`src/design/sorted_set_jaccard_index_macros.svh`:
```
// Assertion macros for the sorted-set Jaccard index block.
// Used by the top level; no other dependencies.
`ifndef SORTED_SET_JACCARD_INDEX_MACROS_SVH
`define SORTED_SET_JACCARD_INDEX_MACROS_SVH
`ifndef SYNTHESIS
// Same-cycle implication, held off during reset.
`define SJACC_ASSERT_IMPL(lbl, clk, rst_n, ante, cons) \
  lbl: assert property (@(posedge clk) disable iff (!(rst_n)) (ante) |-> (cons)) \
    else $error("sjacc assertion failed");
// Next-cycle implication, held off during reset.
`define SJACC_ASSERT_NEXT(lbl, clk, rst_n, ante, cons) \
  lbl: assert property (@(posedge clk) disable iff (!(rst_n)) (ante) |=> (cons)) \
    else $error("sjacc assertion failed");
`else
`define SJACC_ASSERT_IMPL(lbl, clk, rst_n, ante, cons)
`define SJACC_ASSERT_NEXT(lbl, clk, rst_n, ante, cons)
`endif
`endif

```
`src/design/sjacc_pkg.sv`:
```
// Shared types, constants and helpers for the sorted-set Jaccard index block.
// No dependencies; used by the top level, the controller and the datapath.
package sjacc_pkg;

  localparam int unsigned DEPTH         = 1024;
  localparam int unsigned ELEMENT_WIDTH = 32;

  localparam int unsigned CmdW     = 2;
  localparam int unsigned ElemFldW = 32;
  localparam int unsigned InterW   = 11;
  localparam int unsigned UnionW   = 12;
  localparam int unsigned RatioW   = 17;

  localparam int unsigned AddrW = (DEPTH > 1) ? $clog2(DEPTH) : 1;
  localparam int unsigned CntW  = $clog2(DEPTH + 1);
  localparam int unsigned SumW  = CntW + 1;
  localparam int unsigned RemW  = CntW + 2;
  localparam int unsigned StepW = $clog2(RatioW);

  typedef logic [AddrW-1:0]         addr_t;
  typedef logic [CntW-1:0]          cnt_t;
  typedef logic [SumW-1:0]          sum_t;
  typedef logic [RemW-1:0]          rem_t;
  typedef logic [StepW-1:0]         step_t;
  typedef logic [ELEMENT_WIDTH-1:0] elem_t;
  typedef logic [InterW-1:0]        inter_cnt_t;
  typedef logic [UnionW-1:0]        union_cnt_t;
  typedef logic [RatioW-1:0]        ratio_t;

  typedef enum logic [CmdW-1:0] {
    CMD_PUSH_A = 2'd0,
    CMD_PUSH_B = 2'd1,
    CMD_FINISH = 2'd2
  } cmd_e;

  typedef enum logic [1:0] {
    ST_IDLE,
    ST_WALK,
    ST_DIV,
    ST_DONE
  } state_e;

  typedef struct packed {
    logic [CmdW-1:0]     command;
    logic [ElemFldW-1:0] element;
  } in_item_t;

  typedef struct packed {
    inter_cnt_t intersection_count;
    union_cnt_t union_count;
    ratio_t     jaccard_ratio;
    logic       overflowed;
  } out_item_t;

  // Controller to datapath
  typedef struct packed {
    logic push_a;
    logic push_b;
    logic start;
    logic walk;
    logic div_init;
    logic div_step;
    logic publish;
  } dp_cmd_t;

  // Datapath to controller
  typedef struct packed {
    logic walk_done;
    logic out_busy;
  } dp_stat_t;

  // Zero-extend or truncate the element field to the stored width.
  function automatic elem_t fit_elem(input logic [ElemFldW-1:0] e);
    logic [ELEMENT_WIDTH+ElemFldW-1:0] wide;
    wide = {{ELEMENT_WIDTH{1'b0}}, e};
    return wide[ELEMENT_WIDTH-1:0];
  endfunction

endpackage

```
`src/design/sjacc_ctrl.sv`:
```
// Controller: sequences load, merge walk, divide and publish.
// Depends on sjacc_pkg.
module sjacc_ctrl (
  input  logic                          clk_i,
  input  logic                          rst_ni,
  input  logic                          in_valid_i,
  input  logic [sjacc_pkg::CmdW-1:0]    command_i,
  input  sjacc_pkg::dp_stat_t           stat_i,
  output logic                          in_stall_o,
  output sjacc_pkg::dp_cmd_t            cmd_o
);

  sjacc_pkg::state_e state_q, state_d;
  sjacc_pkg::step_t  step_q, step_d;
  logic              accept;
  logic              is_finish;
  logic              div_last;

  assign is_finish  = (command_i == sjacc_pkg::CMD_FINISH);
  // Stall every transfer while busy; hold a finish back while the previous result still waits.
  assign in_stall_o = (state_q != sjacc_pkg::ST_IDLE) || (is_finish && stat_i.out_busy);
  assign accept     = in_valid_i && !in_stall_o;
  assign div_last   = (step_q == sjacc_pkg::step_t'(sjacc_pkg::RatioW - 1));

  always_comb begin
    state_d = state_q;
    unique case (state_q)
      sjacc_pkg::ST_IDLE: begin
        if (accept && is_finish) state_d = sjacc_pkg::ST_WALK;
      end
      sjacc_pkg::ST_WALK: begin
        if (stat_i.walk_done) state_d = sjacc_pkg::ST_DIV;
      end
      sjacc_pkg::ST_DIV: begin
        if (div_last) state_d = sjacc_pkg::ST_DONE;
      end
      sjacc_pkg::ST_DONE: begin
        state_d = sjacc_pkg::ST_IDLE;
      end
      default: state_d = sjacc_pkg::ST_IDLE;
    endcase
  end

  always_comb begin
    cmd_o = '0;
    unique case (state_q)
      sjacc_pkg::ST_IDLE: begin
        cmd_o.push_a = accept && (command_i == sjacc_pkg::CMD_PUSH_A);
        cmd_o.push_b = accept && (command_i == sjacc_pkg::CMD_PUSH_B);
        cmd_o.start  = accept && is_finish;
      end
      sjacc_pkg::ST_WALK: begin
        cmd_o.walk     = 1'b1;
        cmd_o.div_init = stat_i.walk_done;
      end
      sjacc_pkg::ST_DIV: begin
        cmd_o.div_step = 1'b1;
      end
      sjacc_pkg::ST_DONE: begin
        cmd_o.publish = 1'b1;
      end
      default: cmd_o = '0;
    endcase
  end

  assign step_d = (state_q == sjacc_pkg::ST_DIV) ? sjacc_pkg::step_t'(step_q + 1'b1) : '0;

  always_ff @(posedge clk_i or negedge rst_ni) begin
    if (!rst_ni) begin
      state_q <= sjacc_pkg::ST_IDLE;
      step_q  <= '0;
    end else begin
      state_q <= state_d;
      step_q  <= step_d;
    end
  end

endmodule

```
`config.mk`:
```
export PLATFORM = sky130hd
export DESIGN_NAME = sjacc_ctrl
export DESIGN_NICKNAME = d
export VERILOG_FILES = /design/src/design/sorted_set_jaccard_index_macros.svh /design/src/design/sjacc_pkg.sv /design/src/design/sjacc_ctrl.sv
export SDC_FILE = /design/constraint.sdc
export NUM_CORES = 1
export LEC_CHECK = 0
export BUFFER_PORTS_ARGS = -buffer_cell sky130_fd_sc_hd__buf_2
export CAP_MARGIN = 0
export CORE_AREA = 2 2 39 41
export DETAILED_ROUTE_END_ITERATION = 6
export DIE_AREA = 0 0 41 43
export GPL_TIMING_DRIVEN = 0
export PLACE_DENSITY_LB_ADDON = 0.3
export SLEW_MARGIN = 40
export SYNTH_ARGS = -nofsm -noshare
export SYNTH_HDL_FRONTEND = slang
export SYNTH_SLANG_ARGS = --single-unit
```
`constraint.sdc`:
```
create_clock -name clk_i -period 1.5 [get_ports clk_i]
set_input_delay 0.15 -clock clk_i [delete_from_list [all_inputs] [get_ports clk_i]]
set_output_delay 0.15 -clock clk_i [all_outputs]
set_load 0.1 [all_outputs]
```
==> results_dict.tcl <==
set metrics [dict create \
    port_buffers 14 \
    status "complete, but fails checks" \
    cap_violations 0 \
    drcViolationCount 0 \
    critPathSlowestCell "dfrtp_1" \
    clk_pin_slew_ns 0.05 \
    synth_top_flop_cell "dfrtp_1" \
    fin_crit_ns 1.57 \
    critPathMaxStageDelay_ns 0.42 \
    worst_r2r_path_depth 5 \
    fillers 127 \
    overflow 0 \
    synth_area_per_cell_um2 10.9 \
    synthArstFlopShare 1.00 \
    crit_family "flip-flops" \
    fmax_mhz 636 \
    tightest_slew_ns 0.483 \
    required_ns 1.35 \
    syn_nets 57 \
    synth-seq-area-share 0.375 \
    violations "setup timing" \
    r2r_slack_ns -0.05 \
    grt_pass1_vias 328 \
    wl_um 852 \
    postLayoutCoreUtil 0.510 \
    grt_max_degree 9 \
    slew_headroom 0.680 \
    cts_made_buffers 3 \
    root_buffer "clkbuf_4" \
    antenna_cells 0 \
    core_area_um2 1380 \
    grt_util_all_layers 0.106 \
    wl_per_cell_um 10.7 \
    hp-class "in -> async" \
    seq_area_um2 175 \
    die_w_um 41 \
    syn_inst 43 \
    synth_edf_count 0 \
    drive_gt1_frac 0.438 \
    finalSetupViolCount 4 \
    cp.arrival_ns 1.42 \
    worstPathMaxFanout 6 \
    critPathCaptureType "output port" \
    fin_cells 80 \
    via_per_inst 4.76 \
    die_y_um 43 \
    crit_path_cell_trace "inv_2 > ha_4 > nor4bb_4 > buf_6" \
    ys_warn_count 0 \
    clock_sinks 7 \
    hold_viol_final 0 \
    clock_path_buffers 2 \
    synth_cell_type_count 18 \
    gp_congestion 0.734 \
    cts_max_level 1 \
    dieArea_um2 1760 \
    r2r-end "state_q[1]" \
    r2r_start "state_q[0]" \
    synth_area_um2 467 \
    rsz0062_at_grt "yes" \
    grt_antenna_before_repair 0 \
    multiInputGateArea_um2 313 \
    grt_pass1_wl_um 1250 \
    clk_latency_ns 0.25 \
    critPathLaunchType "register" \
    crit_type "reg -> out" \
    worst_slack_ns -0.0719 \
    rows 14 \
    finClkSkew_ns 0.00626 \
    nets 79 \
    drt_iter0_drc 1 \
    ioPinCount 15 \
    crit_buf_inv 2 \
    synth-seq-cells 7 \
    vias 381 \
    start_util 0.337 \
    antenna_left 0 \
    drt_pre_antenna_iters 2 \
    cts_tree "done" \
    min_period_over_period 1.05 \
    slew_viol_final 0 \
    syn_to_final_growth_pct 51.2 \
    dpl.cell_count 73 \
]
how the worst max path moves through the flow:
stage	from	to	slack, ns	cells after the start
3_3_place_gp	step_q[0]	state_q[1]	-0.04	5
6_report	state_q[0]	cmd_o[6]	-0.07	4
4_1_cts	state_q[0]	cmd_o[6]	-0.09	4
3_5_place_dp	step_q[0]	state_q[1]	-0.06	5
2_1_floorplan	state_q[1]	cmd_o[6]	-0.34	3
5_1_grt	state_q[0]	cmd_o[6]	-0.15	4
cell usage after synthesis, types with 2 or more instances:
library cell,n,area share
nand4bb_1,2,0.048
nand3_1,2,0.021
and2_1,5,0.067
ha_1,7,0.19
dfrtp_1,7,0.38
nand2_1,2,0.016
inv_1,4,0.032
xnor2_1,2,0.038
nor2b_1,3,0.040
cell usage in the layout (no fill, tap or decap), types with 2 or more instances in the layout:
| master | n |
|---|---|
| buf_12 | 2 |
| ha_2 | 2 |
| clkbuf_4 | 3 |
| buf_4 | 4 |
| ha_1 | 4 |
| inv_2 | 2 |
| nor2b_1 | 3 |
| xnor2_1 | 2 |
| nand2_1 | 2 |
| buf_8 | 2 |
| dfrtp_1 | 7 |
| nand4bb_1 | 2 |
| buf_2 | 7 |
| inv_1 | 2 |
| nand3_1 | 2 |
| and2_1 | 4 |
worst register-to-register path, cell delays in order (launching register included):
cell      delay, ns
dfrtp_1        0.42
inv_2          0.08
ha_4           0.18
buf_4          0.13
a221oi_2       0.27
mux2_1         0.34
flip-flops by register name (all words and copies together), names as in the netlist:
register  count
state_q       2
step_q        5
area by class of cell:
| type | instances | share of cell area |
|---|---|---|
| clock buffers | 4 | 0.0372 |
| inverters | 4 | 0.0213 |
| multi-input cells | 32 | 0.443 |
| flip-flops and latches | 7 | 0.248 |
| well taps | 16 | 0.0284 |
| repair buffers | 17 | 0.222 |
through the flow:
stage	setup WS (ns)	TNS, ns	cell area [µm²]	hold slack [ns]
floorplan	-0.341	-0.959	503	-0.146
global route	-0.146	-0.435	706	0.276
CTS	-0.0882	-0.226	691	0.253
detailed placement	-0.0627	-0.0627	593	-0.00944
finish	-0.0719	-0.165	706	0.255
global placement	-0.0434	-0.0434	593	-0.0100
routing by layer:
layer  vias to the layer above  wire, µm  global-route usage
li1                        190         -                   -
met1                       179       334               0.112
met2                        12       468               0.166
met3                         0        49              0.0628
met4                         0         0              0.0400
met5                         -         0                   0
kinds of logic after synthesis:
group,Yosys count,synth area share
and+or+nand+nor,18,0.263
DFF,7,0.375
muxes,1,0.0241
buffers and inverters,4,0.0322
AOI/OAI and AO/OA,3,0.0616
xor gates and xnor gates,3,0.0563
adders and majority gates,7,0.188
what timing repair did:
action                     in CTS  in global routing
setup endpoints to repair       8                  6
buffers inserted                1                  1
pin swaps                       2                  1
hold endpoints to repair        7                  0
hold buffers                    1                  0
gates resized for setup        16                  2
Power is left out: the tool's default activity adds up to more than one toggle a clock period on the data nets, which glitch-free logic cannot reach.
